==> src/hdl/acls_pkg.sv <==
// ============================================================================
// acls_pkg: shared types and constants for the channel level meter
// Field widths, dB limits, log conversion constant and sequencer states.
// ============================================================================
package acls_pkg;

    localparam int MAX_SAMPLES_DEF  = 65536;
    localparam int MAX_CHANNELS_DEF = 256;

    localparam int CNT_W = 17;
    localparam int CH_W  = 8;

    localparam logic signed [18:0] DB_FLOOR = -19'sd51200;
    localparam logic signed [18:0] DB_CEIL  = 19'sd197376;
    localparam logic [26:0] DB_PER_LOG2_Q24 = 27'd101008905;
    localparam logic [22:0] Q23_MAX = 23'h7FFFFF;

    // Snapshot of one finished channel, handed from front to back.
    typedef struct packed {
        logic [CH_W-1:0]   chan;
        logic [30:0]       peak;
        logic [63:0]       energy;
        logic [CNT_W-1:0]  finite;
        logic [CNT_W-1:0]  nan_cnt;
        logic [CNT_W-1:0]  inf_cnt;
        logic [CNT_W-1:0]  sub_cnt;
        logic [CNT_W-1:0]  first_nz;
    } chan_stats_t;

    typedef enum logic [3:0] {
        ST_IDLE,
        ST_DIV,
        ST_SQRT,
        ST_PLOG_INIT,
        ST_PLOG,
        ST_PDB,
        ST_RLOG_INIT,
        ST_RLOG,
        ST_RDB,
        ST_OUT
    } back_state_t;

endpackage

==> src/hdl/acls_queue.sv <==
// ============================================================================
// acls_queue: two-entry snapshot queue between front and back
// Lets the front keep accepting samples while the back works on a channel.
// ============================================================================
module acls_queue (
    input  logic                  clk,
    input  logic                  rst_n,
    input  logic                  push,
    input  acls_pkg::chan_stats_t push_data,
    output logic                  full,
    input  logic                  pop,
    output logic                  not_empty,
    output acls_pkg::chan_stats_t pop_data
);
    import acls_pkg::*;

    chan_stats_t mem_reg [2];
    logic        wr_reg, rd_reg;
    logic [1:0]  cnt_reg;

    assign full      = (cnt_reg == 2'd2);
    assign not_empty = (cnt_reg != 2'd0);
    assign pop_data  = mem_reg[rd_reg];

    always_ff @(posedge clk)
    begin
        if (push)
            mem_reg[wr_reg] <= push_data;
    end

    always_ff @(posedge clk or negedge rst_n)
    begin
        if (!rst_n)
        begin
            wr_reg  <= 1'b0;
            rd_reg  <= 1'b0;
            cnt_reg <= '0;
        end
        else
        begin
            if (push)
                wr_reg <= ~wr_reg;
            if (pop)
                rd_reg <= ~rd_reg;
            cnt_reg <= cnt_reg + {1'b0, push} - {1'b0, pop};
        end
    end

endmodule

==> config.mk <==
export PLATFORM = sky130hd
export DESIGN_NAME = acls_queue
export DESIGN_NICKNAME = d
export VERILOG_FILES = /design/src/hdl/acls_pkg.sv /design/src/hdl/acls_queue.sv
export SDC_FILE = /design/constraint.sdc
export NUM_CORES = 1
export LEC_CHECK = 0
export BUFFER_PORTS_ARGS = -buffer_cell sky130_fd_sc_hd__buf_2
export CAP_MARGIN = 25
export CORE_MARGIN = 2
export CORE_UTILIZATION = 35
export CTS_CLUSTER_DIAMETER = 100
export DETAILED_ROUTE_END_ITERATION = 12
export MAX_ROUTING_LAYER = met4
export SYNTH_ARGS = -nofsm -noshare
export SYNTH_HDL_FRONTEND = slang
export SYNTH_SLANG_ARGS = --single-unit
==> constraint.sdc <==
create_clock -name clk -period 10.8 [get_ports clk]
set_clock_uncertainty 0.15 [all_clocks]
set_input_delay 2.16 -clock clk [delete_from_list [all_inputs] [get_ports clk]]
set_output_delay 2.16 -clock clk [all_outputs]
set_load 0.005 [all_outputs]
======== Word-level counts from Yosys, hierarchy flattened ========
Memory sizes are Yosys's and may differ from the RTL's.
Index checks and enable logic that the tools add are counted.
W data, S select, Z words.
operators by class
  $add $sub $neg .......................... 2
  eq/ne operators ......................... 1
  multiplexer cells ....................... 2
  bitwise logic cells ..................... 2
  reductions and logical operators ........ 1
operator list
  operator              number
  $add A2 B1 Y2         1
  $eq A2 B2 Y1 const B  1
  $mux W1               2
  $not A1 Y1            2
  $reduce_bool A2 Y1    1
  $sub A2 B1 Y2         1
storage, ports and cells
  flip-flop bits (word level) ............. 4
  RAM bits ................................ 376
  input bits .............................. 192
  output and inout bits ................... 190
  logic and storage cells ................. 12
  memories ................................ 1
memories
  name     depth  bits a word  read ports  clocked after memory_dff  write ports  line              source
  mem_reg  2      188          1           0                         1            acls_queue.sv:17  chan_stats_t mem_reg [2];

======== Logic depth before layout (Yosys ltp) ========
  depth after elaboration ................. 2
  mapped depth ............................ 5
  depth with buffers taken out ............ 5

======== Least setup slack after synthesis ========
OpenSTA, ideal clock, no wires.
  path type ............................... in2reg
  start point ............................. input port push
  end point ............................... memory mem_reg[0][0] (netlist bit) (enable)
  setup time .............................. 761 ps
  arrival ................................. 10271 ps
  data required time ...................... 9889 ps
  setup slack ............................. -383 ps
  stages on the path ...................... 1
  buffers on the path ..................... 0
  cell sequence ........................... nor2b_1
on the way
  word-level cells in the longest chain between the ends .. 2
ends and longest elaborated chain
  what                           line              source
  from (decl)                    acls_queue.sv:8   input logic push,
  $mux W1                        acls_queue.sv:27  if (push)
  $mux W1 (implied by the code)  acls_queue.sv:28  mem_reg[wr_reg] <= push_data;
  to (decl)                      acls_queue.sv:17
Every way passes these cells.

==> summary.md <==
| Metric | Value |
|---|---|
| Status | finished clean |
| Netlist cell types | 13 |
| Seq/Total Area, Yosys | 80.36% |
| Req. time, crit path | 8.49 ns |
| CP arrival | 3.32 ns |
| Cts hold-fix bufs | 0 |
| Area leader, netlist | edfxtp_1 |
| Fin nets | 1,205 |
| Post-DP Area | 16,620 sq um |
| CTS tree | yes |
| Max-cap check violation count | 0 |
| Worst Reg-to-Reg Cells | 3 |
| Pleak | 6.925 nW |
| H-tree Lvls | 2 |
| # DRC | 0 |
| Inserted Clock Buffers | 40 |
| Mux share of post-synthesis cell area | 17.58% |
| Routability cong. | 0.8345 |
| Synth Area in Simple Gates | 0.1765% |
| Vias/cell | 4.462 |
| Initial DRC Count | 349 |
| Die height | 205.2 microns |
| Area growth syn-to-layout | 25.83% |
| Routed WL per cell | 18.49 microns |
| DP HPWL | 19,580 microns |
| GRT Overall Usage | 13.56% |
| Final setup vio count | 0 |
| Design area | 17,840 sq um |
| Max Fclk | 0.1777 GHz |
| Slew Viols, Final | 0 |
| Sink Count | 380 |
| Crit path launch type | register |
| Grt met3 use | 4.926% |
| Most frequent cells after synthesis | edfxtp_1, mux2_4, mux2_2 |
| Post-CTS Setup Repair Bufs | 0 |
| Syn Inst Count | 600 |
| GR Util met2 | 20.61% |
| Max reg flops | 376 |
| Initial Utilization | 35.59% |
| Post-Synth Adder-Cell Area | 0.1765% |
| Met1 usage | 16.55% |
| Async SR Flop Fraction | 1.053% |
| Post-Synth XOR/XNOR Area | 0.2913% |
| Max-slew headroom | 35.01% |
| Switching power | 1.209 mW |
| Combinational power share | 27.7% |
| Core Rows | 73 |
| Vias in the first global route | 7,050 |
| Largest net degree at the start of global routing | 71 |
| IO Count | 382 |
| Switching Share | 26.67% |
| Top-area cell type share of the netlist area | 79.65% |
| Flops & latches, synth | 380 |
| Post-synth top flop | edfxtp_1 |
| Core area | 39,820 sq um |
| Port Buf Inserts | 381 |
| First-pass GRT wire length | 41,220 microns |
| Synthesized area | 14,170 sq um |
| Die area | 42,130 sq um |
| Final Cycle Share | 52.11% |
| Die W | 205.2 microns |
| Clock-pin slew on the worst setup and hold paths | 0.06 ns |
| CP Max Fanout | 60 |
| Fin Setup TNS | 0 ns |
| Largest family of logic cells by synthesized area | multiplexers |
| Clock power share | 27.0% |
| Hold crit path type | reg -> reg |
| PD cells | 254.2 nW/um^2 |
| Top cells by area, synth | edfxtp_1, mux2_4, mux2_2, buf_6, dfrtp_1 |
| Net Count, Synth | 794 |
| Clk root buf | clkbuf_16 |
| Top Usage Layer GRT | met2 |
| Crit. Startpoint | rd_reg$_DFFE_PN0P_ |
| Hold WS | 0.3952 ns |
| Endpoints failing hold | 0 |
| Complex-gate fraction of the synthesized area | 0% |
| DR vias | 7,006 |
| TritonRoute pass-1 iters | 4 |
| Internal power | 3.325 mW |
| Sequential power share | 45.3% |
| Clk buf depth | 3 |
| Share of cells above drive strength 1 | 61.15% |
| Fillers | 3,518 |
| Hold path depth | 1 |
| R2r setup slk | 8.13 ns |
| Number of nets still failing antenna checks after routing | 0 |
| Hold endpoint | wr_reg$_DFFE_PN0P_ |
| CP endpoint kind | output pin |
| Initial antenna violation count | 3 |
| RSZ-0062 raised after global routing | false |
| Synthesis Warnings | 0 |
| Worst Setup Path Type | reg -> out |
| R2R Path End | mem_reg[0][141]$_DFFE_PP_ |
| Min-delay src | wr_reg$_DFFE_PN0P_ |
| Cts repair resizes | 0 |
| DRT Wirelength | 29,020 microns |
| Worst Max-Slew Pin Slew | 0.9749 ns |
| Syn_area_per_cell | 23.62 sq um |
| Most frequent cell after synthesis | edfxtp_1 |
| Latest clock arrival within the worst-skew pair | 0.53 ns |
| R2r startpoint | wr_reg$_DFFE_PN0P_ |
| Core Util, Final | 44.79% |
| Final min period | 5.628 ns |
| Total gr overflow | 0 |
| Peak supply drop | 0.0001653 V |
| EDFF count, synth | 376 |
==> worst max-delay path: stages, from the launching register on <==
cell and delay [ns]:
dfrtp_4 0.72, buf_4 0.76, buf_4 0.68, mux2_4 0.35, buf_2 0.13
==> power groups by stage <==
stage	Combinational (mW)	Sequential [mW]	Clock (mW)
final	1.26	2.05	1.23
after global routing	1.36	2.08	1.33
after CTS	1.28	2.06	1.27
after detailed placement	1.28	2.09	0
after global placement	1.27	2.08	0
after floorplan	0.844	2.09	0
==> metrics by stage <==
step / instances / total power, mW / setup WS, ns
after global placement: 1493 / 3.351 / 5.724
after detailed placement: 1493 / 3.365 / 5.680
final: 1570 / 4.534 / 5.172
after CTS: 1564 / 4.612 / 5.079
after floorplan: 600 / 2.930 / 3.155
after global routing: 1568 / 4.767 / 4.990
==> layer usage <==
metal	vias to the layer above	routed length, microns
met5	-	0
met4	0	730
met2	297	13530
met3	46	2947
li1	3233	-
met1	3430	11810
==> worst max-delay path by stage <==
stage	endpoint	slack, ns	cells after the start
finish	pop_data[102]	5.17	4
global route	pop_data[120]	4.99	4
CTS	pop_data[120]	5.08	4
detailed placement	pop_data[120]	5.68	4
global placement	pop_data[89]	5.72	4
floorplan	mem_reg[0][0]$_DFFE_PP_	3.15	1
==> placed cells by master (no fill, tap or decap) <==
cell type   synthesis  routed
and2_4              0       1
buf_16              0       1
buf_2               7     381
buf_4               0       8
clkbuf_1            0       7
clkbuf_16           0      41
clkinv_1            0      10
clkinv_2            0       6
clkinv_4            0       2
clkinvlp_4          0       4
dfrtp_1             4       3
dfrtp_4             0       1
diode_2             0       5
edfxtp_1          376     376
ha_1                2       2
inv_1               2       2
inv_6               0       1
mux2_2             88      88
mux2_4            100     100
nor2b_1             2       1
nor2b_4             0       1
or2_2               1       1
xor2_1              2       2
xor3_1              1       1
==> cell families (layout without fill, tap and decap cells) <==
group,Yosys count,in the layout
AND/OR/NAND/NOR,4,4
multiplexers,188,188
adder cells (fa/ha/maj),2,2
other,0,5
buffers and inverters,23,463
flip-flops,380,380
XOR/XNOR,3,3
==> final cells by class <==
cell class	instances	area, sq um	area share, %
well taps	525	656.9	3.683
multi-input cells	197	2594	14.54
diodes	5	12.51	0.07015
clock buffers	48	1052	5.900
flip-flops and latches	380	11390	63.89
inverters	2	7.507	0.04209
repair buffers	390	1994	11.18
clock inverters	23	123.9	0.6945
Note: power is estimated with default switching activity, not from simulation.
