===== config.mk =====
export PLATFORM = sky130hd
export DESIGN_NAME = acls_front
export DESIGN_NICKNAME = d
export VERILOG_FILES = /design/src/hdl/acls_pkg.sv /design/src/hdl/acls_front.sv
export SDC_FILE = /design/constraint.sdc
export NUM_CORES = 2
export LEC_CHECK = 0
export BUFFER_PORTS_ARGS = -buffer_cell sky130_fd_sc_hd__buf_2
export CELL_PAD_IN_SITES_DETAIL_PLACEMENT = 1
export CELL_PAD_IN_SITES_GLOBAL_PLACEMENT = 2
export CORE_UTILIZATION = 42
export CTS_BUF_LIST = sky130_fd_sc_hd__clkbuf_8 sky130_fd_sc_hd__clkbuf_16
export DETAILED_ROUTE_END_ITERATION = 10
export HOLD_SLACK_MARGIN = 0.08
export PLACE_DENSITY_LB_ADDON = 0.1
export SETUP_SLACK_MARGIN = 0.15
export SYNTH_ARGS = -nofsm -noshare
export SYNTH_HDL_FRONTEND = slang
export SYNTH_SLANG_ARGS = --single-unit

===== constraint.sdc =====
create_clock -name clk -period 21.2 [get_ports clk]
set_input_delay 1.06 -clock clk [delete_from_list [all_inputs] [get_ports clk]]
set_output_delay 1.06 -clock clk [all_outputs]
set_load 0.05 [all_outputs]

===== src/hdl/acls_pkg.sv =====
// ============================================================================
// acls_pkg: shared types and constants for the channel level meter
// Field widths, dB limits, log conversion constant and sequencer states.
// ============================================================================
package acls_pkg;

    localparam int MAX_SAMPLES_DEF  = 65536;
    localparam int MAX_CHANNELS_DEF = 256;

    localparam int CNT_W = 17;
    localparam int CH_W  = 8;

    localparam logic signed [18:0] DB_FLOOR = -19'sd51200;
    localparam logic signed [18:0] DB_CEIL  = 19'sd197376;
    localparam logic [26:0] DB_PER_LOG2_Q24 = 27'd101008905;
    localparam logic [22:0] Q23_MAX = 23'h7FFFFF;

    // Snapshot of one finished channel, handed from front to back.
    typedef struct packed {
        logic [CH_W-1:0]   chan;
        logic [30:0]       peak;
        logic [63:0]       energy;
        logic [CNT_W-1:0]  finite;
        logic [CNT_W-1:0]  nan_cnt;
        logic [CNT_W-1:0]  inf_cnt;
        logic [CNT_W-1:0]  sub_cnt;
        logic [CNT_W-1:0]  first_nz;
    } chan_stats_t;

    typedef enum logic [3:0] {
        ST_IDLE,
        ST_DIV,
        ST_SQRT,
        ST_PLOG_INIT,
        ST_PLOG,
        ST_PDB,
        ST_RLOG_INIT,
        ST_RLOG,
        ST_RDB,
        ST_OUT
    } back_state_t;

endpackage


===== src/hdl/acls_front.sv =====
// ============================================================================
// acls_front: per-sample classification and accumulation
// Classifies each float sample, updates tallies, peak and energy, and pushes
// a channel snapshot into the queue on the last sample.
// ============================================================================
module acls_front #(
    parameter int MAX_SAMPLES  = acls_pkg::MAX_SAMPLES_DEF,
    parameter int MAX_CHANNELS = acls_pkg::MAX_CHANNELS_DEF
) (
    input  logic                  clk,
    input  logic                  rst_n,
    input  logic                  in_valid,
    output logic                  in_stall,
    input  logic [31:0]           sample_bits,
    input  logic                  last_in_channel,
    output logic                  push,
    output acls_pkg::chan_stats_t push_data,
    input  logic                  full
);
    import acls_pkg::*;

    localparam logic [CNT_W-1:0] MAXS = CNT_W'(MAX_SAMPLES);

    logic [CNT_W-1:0] pos_reg, nan_reg, inf_reg, sub_reg, fin_reg, fnz_reg;
    logic [CNT_W-1:0] pos_next, nan_next, inf_next, sub_next, fin_next, fnz_next;
    logic [30:0]      peak_reg, peak_next;
    logic [63:0]      energy_reg, energy_next;
    logic [CH_W-1:0]  chan_reg, chan_next;

    // one-stage square pipe
    logic             sq_vld_reg;
    logic [45:0]      sq_reg;

    logic [30:0] mag;
    logic [7:0]  e;
    logic [22:0] f;
    logic [22:0] m;
    logic [7:0]  sh;
    logic        fin, accept;
    logic [64:0] esum;
    logic [63:0] energy_eff;

    assign in_stall = full;
    assign accept   = in_valid && !full;
    assign mag = sample_bits[30:0];
    assign e   = mag[30:23];
    assign f   = mag[22:0];
    assign fin = (e != 8'hFF);
    assign sh  = 8'd127 - e;

    always_comb
    begin
        m = '0;
        if (e >= 8'd127)
            m = Q23_MAX;
        else if (e != 8'd0)
            m = (sh < 8'd24) ? 23'({1'b1, f} >> sh[4:0]) : 23'd0;
    end

    function automatic logic [CNT_W-1:0] sat_inc(input logic [CNT_W-1:0] c);
        return (c < MAXS) ? c + 1'b1 : MAXS;
    endfunction

    // energy including the square still in flight
    assign esum       = {1'b0, energy_reg} + {19'd0, sq_reg};
    assign energy_eff = sq_vld_reg ? (esum[64] ? '1 : esum[63:0]) : energy_reg;

    always_comb
    begin
        pos_next    = pos_reg;
        nan_next    = nan_reg;
        inf_next    = inf_reg;
        sub_next    = sub_reg;
        fin_next    = fin_reg;
        fnz_next    = fnz_reg;
        peak_next   = peak_reg;
        energy_next = energy_eff;
        chan_next   = chan_reg;
        if (accept)
        begin
            pos_next = sat_inc(pos_reg);
            if (!fin)
            begin
                if (f != '0)
                    nan_next = sat_inc(nan_reg);
                else
                    inf_next = sat_inc(inf_reg);
            end
            else
            begin
                if (e == 8'd0 && f != '0)
                    sub_next = sat_inc(sub_reg);
                if (mag != '0 && fnz_reg[CNT_W-1] && fnz_reg == '1)
                    fnz_next = (pos_reg < MAXS) ? pos_reg : MAXS - 1'b1;
                if (mag > peak_reg)
                    peak_next = mag;
                fin_next = sat_inc(fin_reg);
            end
            if (last_in_channel)
            begin
                pos_next    = '0;
                nan_next    = '0;
                inf_next    = '0;
                sub_next    = '0;
                fin_next    = '0;
                fnz_next    = '1;
                peak_next   = '0;
                energy_next = '0;
                chan_next   = (chan_reg == CH_W'(MAX_CHANNELS - 1)) ? '0 : chan_reg + 1'b1;
            end
        end
    end

    // final square of the last sample is added in the snapshot
    logic [45:0] sq_now;
    logic [64:0] fsum;
    assign sq_now = fin ? 46'(m) * 46'(m) : '0;
    assign fsum   = {1'b0, energy_eff} + {19'd0, sq_now};

    assign push = accept && last_in_channel;
    always_comb
    begin
        push_data.chan     = chan_reg;
        push_data.peak     = (fin && mag > peak_reg) ? mag : peak_reg;
        push_data.energy   = fsum[64] ? '1 : fsum[63:0];
        push_data.finite   = fin ? sat_inc(fin_reg) : fin_reg;
        push_data.nan_cnt  = (!fin && f != '0) ? sat_inc(nan_reg) : nan_reg;
        push_data.inf_cnt  = (!fin && f == '0) ? sat_inc(inf_reg) : inf_reg;
        push_data.sub_cnt  = (fin && e == 8'd0 && f != '0) ? sat_inc(sub_reg) : sub_reg;
        push_data.first_nz = (fin && mag != '0 && fnz_reg == '1)
                           ? ((pos_reg < MAXS) ? pos_reg : MAXS - 1'b1) : fnz_reg;
    end

    always_ff @(posedge clk or negedge rst_n)
    begin
        if (!rst_n)
        begin
            pos_reg    <= '0;
            nan_reg    <= '0;
            inf_reg    <= '0;
            sub_reg    <= '0;
            fin_reg    <= '0;
            fnz_reg    <= '1;
            peak_reg   <= '0;
            energy_reg <= '0;
            chan_reg   <= '0;
            sq_vld_reg <= 1'b0;
            sq_reg     <= '0;
        end
        else
        begin
            pos_reg    <= pos_next;
            nan_reg    <= nan_next;
            inf_reg    <= inf_next;
            sub_reg    <= sub_next;
            fin_reg    <= fin_next;
            fnz_reg    <= fnz_next;
            peak_reg   <= peak_next;
            energy_reg <= energy_next;
            chan_reg   <= chan_next;
            sq_vld_reg <= accept && fin && !last_in_channel;
            sq_reg     <= sq_now;
        end
    end

endmodule


# --- Word-level counts from Yosys, hierarchy flattened ---
# Index checks and enable logic that the tools add are counted.
op_classes:
  add_sub_neg: 9
  mul: 1
  order_cmp: 8
  eq_ne: 5
  shift: 1
  muxes: 39
  n_reduce_logical: 33
op_table:
  columns: ["cell", "count"]
  rows:
  - ["2-to-1 mux 17 bit", 25]
  - ["2-to-1 mux 64 bit", 5]
  - ["adder 64 x 46 -> 65 bit", 2]
  - ["2-to-1 mux 31 bit", 4]
  - ["adder 17 x 1 -> 17 bit, second input constant", 5]
  - ["< comparator 17 bit, second input constant", 5]
  - ["2-to-1 mux 23 bit", 3]
  - ["multiplier 23 x 23 -> 46 bit", 1]
  - ["2-to-1 mux 46 bit", 1]
  - ["greater-than comparator 31 bit", 1]
  - ["nonzero test 31 bit", 1]
  - [">> shifter 24 x 5 -> 23 bit", 1]
  - ["zero test 23 bit", 1]
  - ["nonzero test 23 bit", 1]
  - ["equality test 17 bit, second input constant", 1]
  - ["AND reduction 3 bit", 5]
  - ["logical AND 1 bit", 14]
  - ["nonzero test 2 bit", 5]
  - ["adder 8 x 1 -> 8 bit, second input constant", 1]
  - ["equality test 8 bit, second input constant", 1]
  - ["greater-or-equal comparator 8 x 7 -> 1 bit, second input constant", 1]
  - ["zero test 8 bit", 1]
  - ["< comparator 8 x 5 -> 1 bit, second input constant", 1]
  - ["2-to-1 mux 8 bit", 1]
  - ["other kinds (6)", 9]
word_totals:
  ff_bits: 252
  in_bits: 37
  output_inout_bits: 190
  wordCells: 107

# --- Longest topological paths before layout ---
logic_depth:
  word_depth: 9
  ltp_mapped: 55
  depth_no_buf: 50

# --- Worst setup path after synthesis ---
# No wires, ideal clock.
synth_timing:
  path_kind: "input -> output"
  startpoint: "input port sample_bits[23]"
  endpoint: "output port push_data[145] in the netlist's numbering"
  t_arrival_ns: 12.962
  required_time_ns: 20.140
  path_slack_ns: 7.178
  cell_stages: 50
  path_buffers: 5
  cell_sequence: "buf_1 -> buf_1 -> mux2i_1 -> a21oi_1 -> nand2_1 -> o21ai_0 -> o21ai_0 -> nor2_1 -> nor2_1 -> inv_1 -> clkbuf_1 -> nand2_1 -> inv_1 -> fa_1 -> inv_1 -> fa_1 -> fa_1 -> inv_1 -> [... 14 more ...] -> o21ai_0 -> a31oi_1 -> xor2_1 -> nor2_1 -> ha_1 -> clkbuf_1 -> and3_1 -> nand3_1 -> nor3_1 -> nand3_1 -> a211oi_1 -> o31ai_1 -> a211oi_2 -> nand2_1 -> or2_1 -> buf_2 -> nor4_2 -> mux2i_1"
synth_rtl:
  columns: ["item", "line", "rtl"]
  rows:
  - ["start: declaration", "acls_front.sv:14", "input logic [31:0] sample_bits,"]
  - ["end: declaration", "acls_front.sv:17", "output acls_pkg::chan_stats_t push_data,"]

==> flow_metrics.tcl <==
set metrics [dict create \
    worst_pin_slew_ns 1.18 \
    drive_above_1_share_pct 9.83 \
    fmax_mhz 58.2 \
    ys_seq_elements 251 \
    io_buffers 225 \
    min_period_ns 17.20 \
    clockBufferDepth 3 \
    die_y_um 293 \
    drc_errors 0 \
    drv_slew 0 \
    slowest_delay_ns 0.69 \
    cts_buffers 34 \
    synth.net_count 4993 \
    ys_types 101 \
    setup_tns_ns 0 \
    n_fill_cell 10100 \
    drt_wl_total_mm 117 \
    wl_per_cell_um 21.1 \
    async_reset_ff_share_pct 100 \
    vias 30600 \
    netlist_area_um2 35500 \
    crit_type "in2out" \
    nets 5090 \
    drv_cap 0 \
    ios 227 \
    syn_area_per_cell_um2 8.32 \
    cts_tree "yes" \
    ctsResizeCount 0 \
    cts.sinks 251 \
    dr.pass1.iters 5 \
    coreArea_um2 83700 \
    antenna_found_initial 1 \
    gp_congestion 0.880 \
    fin_skew_ns 0.0340 \
    hp-class "in2async" \
    grt_use_total_pct 27.3 \
    dp_hpwl_mm 91.8 \
    dr.first_iter.drc_count 1593 \
    synthCells 4274 \
    grt_max_degree 90 \
    ys_warn_count 0 \
    outcome "finished clean" \
    worst_setup_path_end_kind "output port" \
    relSlewSlack_pct 21.4 \
    path_common_cell "fa_1" \
    cp-start-kind "primary input" \
    hold_buffers 0 \
    timing.critical_path.slowest_stage_cell "o41ai_1" \
    synthToLayoutAreaGrowth_pct 8.94 \
    start_util_pct 42.5 \
    grt_pass1_vias 32300 \
    critical_path_required_ns 20.14 \
    dieArea_um2 85800 \
    ctsHtreeMaxLevel 2 \
    hold_viol 0 \
    rsz0062_at_grt "false" \
    antenna_left 0 \
    clock_latency_ns 0.56 \
    arrival_ns 16.14 \
    die_w_um 293 \
    cts_setup_buffers 0 \
    setup_viol 0 \
    worstPathMaxFanout 54 \
    root_buffer "clkbuf_16" \
    rows 106 \
    layout.cells.most_common_list "608 x inv_1, 467 x nand2_1, 386 x fa_1" \
    synth_ff_type "dfrtp_1" \
    final_common_cell "inv_1" \
    grt_first_pass_wirelength_mm 185 \
    ys_seq_area_share_pct 17.7 \
    gr-total-overflow 0 \
    synth_edf_count 0 \
    synth_area_leader_cell "fa_1" \
    drt-vias-per-instance 5.53 \
    synth_area_leaders "fa_1 22%, dfrtp_1 16%, ha_1 10%" \
    finalCritPeriodShare_pct 81.1 \
    largest_register_ffs 64 \
    yosysTopAreaCellShare_pct 21.7 \
    path_clk_slew_ns 0.06 \
]
## worst max-delay path: cells and delay by family
family | cells | cell delay [ns]
compound gates | 17 | 5.49
simple gates | 12 | 2.92
fa+ha+maj | 9 | 4.14
xor+xnor | 1 | 0.13
buf+inv | 9 | 2.30
## final timing paths
path,slack (ns),end,startpoint,depth (start not counted)
min,0.47,sub_reg[6],rst_n,1
max in group asynchronous,19.30,energy_reg[60],rst_n,2
max,4.00,push_data[105],sample_bits[24],48
min reg2reg,0.47,fnz_reg[16],fnz_reg[16],2
max reg2reg,16.93,energy_reg[39],energy_reg[12],13
min in group clk,0.47,fnz_reg[16],fnz_reg[16],2
## kinds of logic after synthesis
family	share of synthesized area [%]
muxes	1.95
AOI/OAI and AO/OA	17.8
and+or+nand+nor	17.4
adders and majority gates	32.2
buffers and inverters	8.76
xor gates and xnor gates	4.19
DFF	17.7
## layout make-up
class	instances	area [um2]	share of cell area [%]
flip-flops and latches	251	6300	16.3
clock buffers	44	1000	2.58
repair buffers	265	1440	3.71
well taps	1134	1420	3.66
inverters	603	2260	5.85
multi-input cells	3216	26200	67.6
diodes	3	7.51	0.0194
clock inverters	16	118	0.304
## synthesized netlist by cell type, types with 6 or more instances
cell type  count
fa_1         386
nor3_1        99
nor2b_1       22
a22o_1        49
o21bai_1      22
and2_1        60
nand4_1       46
dfrtp_1      234
xnor2_1       96
nor2_1       387
nand2_1      468
ha_1         296
nand2b_1      29
and3_1        61
o31ai_1       51
nor4_1        15
o22a_1        35
or3_1          9
a211oi_1      21
buf_1          9
dfstp_2       17
a21oi_1      235
mux2_2        24
o22ai_1       15
o21ai_0      198
clkbuf_1     169
buf_2         13
mux2i_1       27
a31oi_1       57
nand3_1       93
or2_2         14
inv_1        597
xor2_1        74
buf_6          6
and4_1        13
a21o_1        99
o211ai_1      19
o31a_1         8
o21a_1        44
o21ai_1       15
a2bb2oi_1     12
## through the flow
step | utilization, % | hold WS, ns | cells | cell area [um2] | setup slack [ns]
finish | 46.3 | 0.473 | 5532 | 38700 | 4.00
global route | 46.3 | 0.514 | 5530 | 38700 | 3.03
CTS | 46.3 | 0.475 | 5529 | 38700 | 4.08
detailed placement | 44.9 | 0.467 | 5469 | 37600 | 4.18
global placement | 44.9 | 0.456 | 5469 | 37600 | 4.38
floorplan | - | 0.444 | 4274 | 35500 | 7.18
## metal layers
layer | wire length (um) | track usage [%]
met1 | 55000 | 37.6
met2 | 55600 | 46.2
met3 | 2930 | 2.10
met4 | 3150 | 7.42
met5 | 0 | 0
Power is left out: the tool's default activity adds up to more than one toggle a clock period on the data nets, which glitch-free logic cannot reach.
