==> src/hdl/acls_pkg.sv <==
// ============================================================================
// acls_pkg: shared types and constants for the channel level meter
// Field widths, dB limits, log conversion constant and sequencer states.
// ============================================================================
package acls_pkg;

    localparam int MAX_SAMPLES_DEF  = 65536;
    localparam int MAX_CHANNELS_DEF = 256;

    localparam int CNT_W = 17;
    localparam int CH_W  = 8;

    localparam logic signed [18:0] DB_FLOOR = -19'sd51200;
    localparam logic signed [18:0] DB_CEIL  = 19'sd197376;
    localparam logic [26:0] DB_PER_LOG2_Q24 = 27'd101008905;
    localparam logic [22:0] Q23_MAX = 23'h7FFFFF;

    // Snapshot of one finished channel, handed from front to back.
    typedef struct packed {
        logic [CH_W-1:0]   chan;
        logic [30:0]       peak;
        logic [63:0]       energy;
        logic [CNT_W-1:0]  finite;
        logic [CNT_W-1:0]  nan_cnt;
        logic [CNT_W-1:0]  inf_cnt;
        logic [CNT_W-1:0]  sub_cnt;
        logic [CNT_W-1:0]  first_nz;
    } chan_stats_t;

    typedef enum logic [3:0] {
        ST_IDLE,
        ST_DIV,
        ST_SQRT,
        ST_PLOG_INIT,
        ST_PLOG,
        ST_PDB,
        ST_RLOG_INIT,
        ST_RLOG,
        ST_RDB,
        ST_OUT
    } back_state_t;

endpackage

==> src/hdl/acls_back.sv <==
// ============================================================================
// acls_back: per-channel result sequencer
// Radix-2 divider, digit-by-digit square root, squaring log2 and dB scaling,
// shared over peak and RMS, with an output register.
// ============================================================================
module acls_back (
    input  logic                  clk,
    input  logic                  rst_n,
    input  logic                  q_valid,
    input  acls_pkg::chan_stats_t q_data,
    output logic                  q_pop,
    output logic                  out_valid,
    input  logic                  out_stall,
    output logic [7:0]            channel_number,
    output logic [30:0]           peak_magnitude_bits,
    output logic [22:0]           rms_level,
    output logic signed [18:0]    peak_decibels,
    output logic signed [16:0]    rms_decibels,
    output logic [16:0]           nan_total,
    output logic [16:0]           infinity_total,
    output logic [16:0]           subnormal_total,
    output logic signed [16:0]    first_nonzero_index
);
    import acls_pkg::*;

    back_state_t state_reg, state_next;
    chan_stats_t d_reg;
    logic [6:0]  step_reg, step_next;

    // divider
    logic [63:0] quo_reg;
    logic [16:0] rem_reg;
    logic [17:0] rtrial;
    // sqrt
    logic [63:0] sn_reg;
    logic [31:0] sr_reg;
    logic [63:0] scmp;
    // log
    logic [32:0] y_reg;
    logic [23:0] frac_reg;
    logic signed [9:0] ip_reg;
    logic [65:0] ysq;
    logic [34:0] ysh;
    logic [4:0]  lead;
    logic [31:0] lv;
    logic signed [9:0] loff;
    logic signed [34:0] l_reg;
    logic [33:0] lmag;
    logic [60:0] prod_reg;
    logic        lneg_reg;
    logic signed [18:0] dbv;
    logic [22:0] rms_reg;

    logic out_vld_reg;
    logic out_take;
    assign out_take = out_vld_reg && !out_stall;

    // log source and leading one
    always_comb
    begin
        lv   = '0;
        loff = '0;
        if (state_reg == ST_PLOG_INIT)
        begin
            if (d_reg.peak[30:23] == 8'd0)
            begin
                lv   = {9'd0, d_reg.peak[22:0]};
                loff = -10'sd149;
            end
            else
            begin
                lv   = {8'd0, 1'b1, d_reg.peak[22:0]};
                loff = $signed({2'b00, d_reg.peak[30:23]}) - 10'sd150;
            end
        end
        else
        begin
            lv   = {9'd0, rms_reg};
            loff = -10'sd23;
        end
        lead = '0;
        for (int i = 0; i < 32; i++)
            if (lv[i])
                lead = 5'(i);
    end

    assign rtrial = {rem_reg, quo_reg[63]};
    // (r + 2^s)^2 - r^2
    assign scmp   = (64'(sr_reg) << (step_reg + 7'd1)) + (64'd1 << {step_reg[4:0], 1'b0});
    assign ysq    = {33'd0, y_reg} * {33'd0, y_reg};
    assign ysh    = ysq[65:31];
    assign lmag   = l_reg[34] ? 34'(-l_reg) : 34'(l_reg);

    always_comb
    begin
        begin : round_db
            logic [61:0] r;
            logic signed [22:0] d;
            r = {1'b0, prod_reg} + (62'd1 << 39);
            d = lneg_reg ? -$signed({1'b0, r[61:40]}) : $signed({1'b0, r[61:40]});
            if (d < 23'(DB_FLOOR))
                dbv = DB_FLOOR;
            else if (d > 23'(DB_CEIL))
                dbv = DB_CEIL;
            else
                dbv = 19'(d);
        end
    end

    always_comb
    begin
        state_next = state_reg;
        step_next  = step_reg;
        unique case (state_reg)
            ST_IDLE:
                if (q_valid)
                begin
                    state_next = ST_DIV;
                    step_next  = 7'd63;
                end
            ST_DIV:
                if (d_reg.finite == '0 || step_reg == '0)
                begin
                    state_next = ST_SQRT;
                    step_next  = 7'd31;
                end
                else
                    step_next = step_reg - 1'b1;
            ST_SQRT:
                if (step_reg == '0)
                    state_next = ST_PLOG_INIT;
                else
                    step_next = step_reg - 1'b1;
            ST_PLOG_INIT:
            begin
                step_next  = 7'd23;
                state_next = (d_reg.peak == '0) ? ST_RLOG_INIT : ST_PLOG;
            end
            ST_PLOG:
                if (step_reg == '0)
                    state_next = ST_PDB;
                else
                    step_next = step_reg - 1'b1;
            ST_PDB:
                state_next = ST_RLOG_INIT;
            ST_RLOG_INIT:
            begin
                step_next  = 7'd23;
                state_next = (rms_reg == '0) ? ST_OUT : ST_RLOG;
            end
            ST_RLOG:
                if (step_reg == '0)
                    state_next = ST_RDB;
                else
                    step_next = step_reg - 1'b1;
            ST_RDB:
                state_next = ST_OUT;
            ST_OUT:
                if (!out_vld_reg || out_take)
                    state_next = ST_IDLE;
            default:
                state_next = ST_IDLE;
        endcase
    end

    assign q_pop = (state_reg == ST_IDLE) && q_valid;

    always_ff @(posedge clk or negedge rst_n)
    begin
        if (!rst_n)
        begin
            state_reg   <= ST_IDLE;
            step_reg    <= '0;
            out_vld_reg <= 1'b0;
        end
        else
        begin
            state_reg <= state_next;
            step_reg  <= step_next;
            if (state_reg == ST_OUT && (!out_vld_reg || out_take))
                out_vld_reg <= 1'b1;
            else if (out_take)
                out_vld_reg <= 1'b0;
        end
    end

    // datapath
    always_ff @(posedge clk)
    begin
        unique case (state_reg)
            ST_IDLE:
                if (q_valid)
                begin
                    d_reg   <= q_data;
                    quo_reg <= q_data.energy;
                    rem_reg <= '0;
                    rms_reg <= '0;
                    l_reg   <= '0;
                    lneg_reg <= 1'b0;
                    prod_reg <= '0;
                end
            ST_DIV:
                if (d_reg.finite == '0)
                    quo_reg <= '0;
                else if (rtrial >= {1'b0, d_reg.finite})
                begin
                    rem_reg <= 17'(rtrial - {1'b0, d_reg.finite});
                    quo_reg <= {quo_reg[62:0], 1'b1};
                end
                else
                begin
                    rem_reg <= rtrial[16:0];
                    quo_reg <= {quo_reg[62:0], 1'b0};
                end
            default:
            begin
            end
        endcase
        if (state_reg == ST_DIV && (d_reg.finite == '0 || step_reg == '0))
        begin
            sn_reg <= (d_reg.finite == '0) ? '0
                    : (rtrial >= {1'b0, d_reg.finite}) ? {quo_reg[62:0], 1'b1}
                    : {quo_reg[62:0], 1'b0};
            sr_reg <= '0;
        end
        if (state_reg == ST_SQRT)
        begin
            // restoring root, one result bit per step
            if (sn_reg >= scmp)
            begin
                sn_reg <= sn_reg - scmp;
                sr_reg <= sr_reg | (32'd1 << step_reg[4:0]);
            end
            if (step_reg == '0)
                rms_reg <= '0;
        end
        if (state_reg == ST_PLOG_INIT)
        begin
            rms_reg  <= (sr_reg > 32'(Q23_MAX)) ? Q23_MAX : sr_reg[22:0];
            y_reg    <= {1'b0, lv << (5'd31 - lead)};
            ip_reg   <= 10'($signed({5'd0, lead})) + loff;
            frac_reg <= '0;
        end
        if (state_reg == ST_RLOG_INIT)
        begin
            y_reg    <= {1'b0, lv << (5'd31 - lead)};
            ip_reg   <= 10'($signed({5'd0, lead})) + loff;
            frac_reg <= '0;
        end
        if (state_reg == ST_PLOG || state_reg == ST_RLOG)
        begin
            if (ysh[32])
            begin
                y_reg    <= ysh[33:1];
                frac_reg <= {frac_reg[22:0], 1'b1};
            end
            else
            begin
                y_reg    <= ysh[32:0];
                frac_reg <= {frac_reg[22:0], 1'b0};
            end
            if (step_reg == '0)
            begin
                l_reg <= 35'(ip_reg) * 35'sd16777216
                       + $signed({11'd0, frac_reg[22:0], ysh[32]});
            end
        end
        if (state_reg == ST_PDB || state_reg == ST_RDB)
        begin
            lneg_reg <= l_reg[34];
            prod_reg <= 61'(lmag) * 61'(DB_PER_LOG2_Q24);
        end
    end

    // dB rounding is combinational on the registered product; latched at next state
    logic signed [18:0] pdb_hold_reg, rdb_hold_reg;
    logic               pdb_pend_reg, rdb_pend_reg;
    always_ff @(posedge clk or negedge rst_n)
    begin
        if (!rst_n)
        begin
            pdb_pend_reg <= 1'b0;
            rdb_pend_reg <= 1'b0;
        end
        else
        begin
            pdb_pend_reg <= (state_reg == ST_PDB);
            rdb_pend_reg <= (state_reg == ST_RDB);
        end
    end
    always_ff @(posedge clk)
    begin
        if (state_reg == ST_IDLE)
        begin
            pdb_hold_reg <= DB_FLOOR;
            rdb_hold_reg <= DB_FLOOR;
        end
        if (pdb_pend_reg)
            pdb_hold_reg <= dbv;
        if (rdb_pend_reg)
            rdb_hold_reg <= dbv;
    end

    // output register; rms dB is still in rounding on the first ST_OUT cycle
    always_ff @(posedge clk)
    begin
        if (state_reg == ST_OUT && (!out_vld_reg || out_take))
        begin
            channel_number      <= d_reg.chan;
            peak_magnitude_bits <= d_reg.peak;
            rms_level           <= rms_reg;
            peak_decibels       <= pdb_hold_reg;
            rms_decibels        <= rdb_pend_reg ? dbv[16:0] : rdb_hold_reg[16:0];
            nan_total           <= d_reg.nan_cnt;
            infinity_total      <= d_reg.inf_cnt;
            subnormal_total     <= d_reg.sub_cnt;
            first_nonzero_index <= d_reg.first_nz;
        end
    end

    assign out_valid = out_vld_reg;

endmodule

==> config.mk <==
export PLATFORM = sky130hd
export DESIGN_NAME = acls_back
export DESIGN_NICKNAME = d
export VERILOG_FILES = /design/src/hdl/acls_pkg.sv /design/src/hdl/acls_back.sv
export SDC_FILE = /design/constraint.sdc
export NUM_CORES = 2
export LEC_CHECK = 0
export ABC_AREA = 0
export BUFFER_PORTS_ARGS = -buffer_cell sky130_fd_sc_hd__buf_2
export CAP_MARGIN = 20
export CORE_AREA = 2 2 359 361
export CTS_CLUSTER_SIZE = 14
export DETAILED_ROUTE_END_ITERATION = 8
export DIE_AREA = 0 0 361 363
export PLACE_DENSITY = 0.86
export SLEW_MARGIN = 20
export SYNTH_ARGS = -nofsm -noshare
export SYNTH_HDL_FRONTEND = slang
export SYNTH_SLANG_ARGS = --single-unit
==> constraint.sdc <==
create_clock -name clk -period 13.5 [get_ports clk]
set_input_delay 2.7 -clock clk [delete_from_list [all_inputs] [get_ports clk]]
set_output_delay 2.7 -clock clk [all_outputs]
set_load 0.05 [all_outputs]
; After elaboration in Yosys (flattened, before gate mapping)
; Index checks and enable logic that the tools add are counted.
; W data, S select, Z words.
[word_totals]
latch_bits = 0
memories = 0
regBits = 703
input_bits = 192
ram_bits = 0
rom_bits = 0
[classes]
shift = 4
reduce_logical = 33
add_sub_neg = 12
eq_ne = 17
muxes = 98
order_cmp = 5
n_div = 0
multipliers = 2
bitwise = 1
[op_table]
columns = cell, n
row1 = $mux W64, 5
row2 = $mux W23, 10
row3 = $mux W61, 3
row4 = $mux W5, 30
row5 = $mux W35, 4
row6 = $mux W33, 4
row7 = $pmux W64 S2, 1
row8 = $mux W32, 3
row9 = $mux W17, 5
row10 = $mux W19, 4
row11 = $mul A33 B33 Y65, 1
row12 = $add A64 B64 Y64, 1
row13 = $ge A64 B64 Y1, 1
row14 = $shl A1 B6 Y64 const A, 1
row15 = $shl A32 B7 Y64, 1
row16 = $sub A64 B64 Y64, 1
row17 = $add A61 B40 Y62 const B, 1
row18 = $mul A34 B27 Y61 const B, 1
row19 = $mux W24, 2
row20 = $mux W10, 4
row21 = $pmux W4 S10, 1
row22 = $add A34 B25 Y35, 1
row23 = $mux W34, 1
row24 = $neg A34 Y34, 1
row25 = 43 further kinds, 85

; Logic depth before layout (Yosys ltp)
[depth]
word_depth = 39
ltp_mapped = 48

; Least setup slack after synthesis
; Ideal clock, no wire load.
[synth_timing]
path_kind = input to register
startpoint = in out_stall
endpoint = reg channel_number[0], enable pin
path_slack_ns = 2.256
arrival_ns = 10.496
path_stages = 1
setup_time_ns = 0.748
n_path_buf = 0
required_ns = 12.752
cell_sequence = a21oi_1
[synth_via]
elab_chain_len = 4
[synth_rtl]
columns = item, line_no
row1 = start: declaration, acls_back.sv:13  ; input logic out_stall,
row2 = $logic_not A1 Y1, acls_back.sv:56  ; assign out_take = out_vld_reg && !out_stall;
row3 = $logic_and A1 B1 Y1, acls_back.sv:56
row4 = $logic_or A1 B1 Y1, acls_back.sv:307  ; if (state_reg == ST_OUT && (!out_vld_reg || out_take))
row5 = $logic_and A1 B1 Y1, acls_back.sv:307
row6 = end signal: assignment, acls_back.sv:309  ; channel_number <= d_reg.chan;
row7 = end: declaration, acls_back.sv:14  ; output logic [7:0] channel_number,
; Every way passes these cells.
; A chain may end at the register's enable or synchronous reset.

; Worst setup path after layout
[layout_timing]
startpoint = reg l_reg[0]
endpoint = reg prod_reg[60], data pin
[layout_via]
elab_chain_len = 4
[layout_rtl]
columns = item, line_no
row1 = start: declaration, acls_back.sv:47  ; logic signed [34:0] l_reg;
row2 = start signal: assignment, acls_back.sv:264  ; l_reg <= 35'(ip_reg) * 35'sd16777216
row3 = $neg A34 Y34, acls_back.sv:92  ; assign lmag = l_reg[34] ? 34'(-l_reg) : 34'(l_reg);
row4 = $mux W34 *, acls_back.sv:92
row5 = $mul A34 B27 Y61 *, acls_back.sv:271  ; prod_reg <= 61'(lmag) * 61'(DB_PER_LOG2_Q24);
row6 = $mux W61 *, acls_back.sv:268  ; if (state_reg == ST_PDB || state_reg == ST_RDB)
row7 = end signal: assignment, acls_back.sv:271
row8 = end: declaration, acls_back.sv:49  ; logic [60:0] prod_reg;
; Mark *: on every way between the ends. The rest lies on a longest branch, timed or not.

==> impl_metrics.yaml <==
status:
  outcome: "finished, final reports clean"
sta:
  period_share_pct: 76.47
  fin_crit_ns: 10.32
  tightest_slew_ns: 1.138
  slew_viol_final: 0
  rsz0062_at_grt: "no"
  hold_viol: 0
  clock_skew_ns: 0.04200
  relSlewSlack_pct: 21.98
  timing.final.ws_setup_ns: 3.177
  setup-tns-final_ns: 0
  setup_viol_count_final: 0
  fmax_mhz: 96.87
die:
  dieArea_um2: 131000
  chipWidth_um: 361
  rows: 131
  start_util_pct: 60.77
  ios: 360
  core_um2: 127000
  die-height_um: 363
grt:
  grt_max_degree: 105
  grt_util_all_layers_pct: 34.17
  grt-ovfl-total: 0
  antenna_found_initial: 10
  grt_pass1_wl_mm: 347.4
  grt_pass1_vias: 61810
logic_synthesis:
  synth_seq_cells: 664
  synthCells: 7964
  synth-edff-count: 496
  ys_warn_count: 0
  ys_seq_area_share_pct: 23.74
  netlist_area_um2: 77190
  synth_area_per_cell_um2: 9.693
  syn_nets: 9920
  ys.flop_type: "edfxtp_1"
  async_reset_ff_share_pct: 2.108
  ys_types: 126
clocking:
  cts.root.buffer_cell: "clkbuf_16"
  clk_pin_slew_ns: 0.07
  cts_max_level: 3
  post-cts-setup-buffers: 0
  cts_hold_buf: 0
  cts.repair.resized: 0
  cts_tree: "yes"
  cts_num_sinks: 664
  cts_inserted_buffers: 69
  cts_buffer_depth: 3
  insertion_delay_ns: 0.68
placement:
  port_buffers: 359
  dp_slack_ns: 3.330
  dpl.hpwl_mm: 171.8
  place.gp.congestion: 1.022
cells_and_area:
  fin_nets: 10150
  fillCellCount: 9670
  fin_util_pct: 65.28
  seqCellArea_um2: 18330
  multi_input_comb_area_um2: 51800
  syn2layout_area_growth_pct: 7.430
  final_layout_size_suffix_gt1_share_pct: 8.785
  largest_reg_flops: 124
setup_path:
  cp_slowest_cell: "xor2_1"
  cp.required_ns: 13.89
  worstPathArrival_ns: 10.71
  end_kind: "flip-flop"
  r2r_slack_ns: 3.18
  critPathMaxStageDelay_ns: 0.70
  path_max_fanout: 11
  cpLargestDelayFamily: "adder cells"
  worstSetupPathType: "flip-flop to flip-flop"
  crit_buf_inv: 5
  worstSetupStartpointType: "flip-flop"
min_path:
  hold_class: "flip-flop to flip-flop"
routing:
  wire_per_inst_um: 22.20
  via_per_inst: 5.952
  postRouteAntennaNets: 0
  vias: 59030
  drtPass1Iterations: 6
  drt_iter0_markers: 6326
  drc_errors: 0
  routed_wl_mm: 220.2
job:
  cap_violations: 0
==> area by class of cell <==
cell class,count,area share (%)
well taps,1662,2.508
repair buffers,452,3.033
diodes,4,0.01207
clock buffers,92,2.259
flip-flops and latches,664,22.10
clock inverters,35,0.4888
inverters,1576,7.140
multi-input cells,5434,62.46
==> metal layers <==
| metal | vias to the layer above | routed length (um) | GRT usage, % |
|---|---|---|---|
| met4 | 8 | 11420 | 15.30 |
| met1 | 29000 | 85060 | 44.85 |
| met3 | 684 | 22470 | 7.397 |
| li1 | 26270 | - | - |
| met2 | 3076 | 101200 | 54.76 |
| met5 | - | 55 | 0 |
==> cell families after synthesis <==
family | after synthesis | share of synthesized area (%)
simple gates | 2064 | 12.44
buf+inv | 1866 | 9.280
fa+ha+maj | 1765 | 38.79
compound gates | 1136 | 9.605
flops | 664 | 23.74
xor+xnor | 277 | 3.211
mux | 192 | 2.935
==> stage by stage <==
| step | hold WS (ns) | cells | instance area, um2 |
|---|---|---|---|
| after floorplan | 0.4003 | 7964 | 77190 |
| after global placement | 0.4007 | 9787 | 80600 |
| after detailed placement | 0.4045 | 9787 | 80610 |
| after CTS | 0.4085 | 9914 | 82890 |
| after global routing | 0.4160 | 9917 | 82920 |
| final | 0.4062 | 9919 | 82930 |
==> cell usage after synthesis, types with 9 or more instances <==
library cell  number  share of area [%]
xnor2_1          168                1.9
mux4_2            22               0.64
nor2b_1           55               0.45
mux2_2            42               0.61
o22ai_1           34               0.28
o211ai_1          20               0.19
a22o_1            31               0.35
nand3_1          123               0.80
or2_2             26               0.21
a211oi_1          17               0.17
dfxtp_1          154                4.0
ha_1             717                 12
fa_1            1047                 27
edfxtp_1         496                 19
clkbuf_1         230                1.1
o21ai_0          334                2.2
or3_1             20               0.16
mux2i_1          127                1.6
nand2b_1          45               0.36
buf_2             30               0.19
xor2_1           105                1.2
a221oi_1           9               0.10
a21o_1           131                1.3
nand4_1           46               0.37
a21boi_0          12               0.12
and2_1           266                2.2
nor3_1            76               0.49
and4_1            10               0.11
a22oi_1           13               0.13
a31oi_1           40               0.32
o31a_1             9               0.10
inv_1           1570                7.6
nor2_1           427                2.1
nand3b_1           9              0.088
o21a_1            28               0.27
o31ai_1           33               0.32
nor4_1            30               0.24
nand2_1          850                4.1
or4_1             11               0.11
o21bai_1          22               0.21
buf_1             11              0.053
and3_1            43               0.35
a21oi_1          254                1.6
dfrtp_1           14               0.45
==> layout by cell type, fill, tap and decap left out, types with 69 or more instances in the layout <==
| cell type | count |
|---|---|
| a21o_1 | 130 |
| a21oi_1 | 251 |
| and2_1 | 266 |
| buf_2 | 359 |
| buf_4 | 92 |
| clkbuf_16 | 69 |
| dfxtp_1 | 154 |
| edfxtp_1 | 496 |
| fa_1 | 1047 |
| ha_1 | 716 |
| inv_1 | 1569 |
| mux2i_1 | 127 |
| nand2_1 | 848 |
| nand3_1 | 122 |
| nor2_1 | 426 |
| nor3_1 | 74 |
| o21ai_0 | 333 |
| xnor2_1 | 166 |
| xor2_1 | 105 |
==> worst paths after layout <==
check / start / to / cells past startpoint
max in group asynchronous: rst_n / step_reg[0] / 1
worst max-delay path: l_reg[0] / prod_reg[60] / 34
min in group asynchronous: rst_n / rdb_pend_reg / 1
worst max register to register: l_reg[0] / prod_reg[60] / 34
worst min-delay path: d_reg[39] / infinity_total[5] / 0
worst min register to register: d_reg[39] / infinity_total[5] / 0
==> worst register-to-register path, delay by kind of cell, from the launching register on <==
| family | cells | cell delay [ns] |
|---|---|---|
| and+or+nand+nor | 11 | 2.97 |
| buffers and inverters | 5 | 0.36 |
| AOI/OAI and AO/OA | 7 | 1.77 |
| adders and majority gates | 9 | 3.64 |
| xor gates and xnor gates | 2 | 0.84 |
| DFF | 1 | 0.47 |
Power is left out: the tool's default activity adds up to more than one toggle a clock period on the data nets, which glitch-free logic cannot reach.
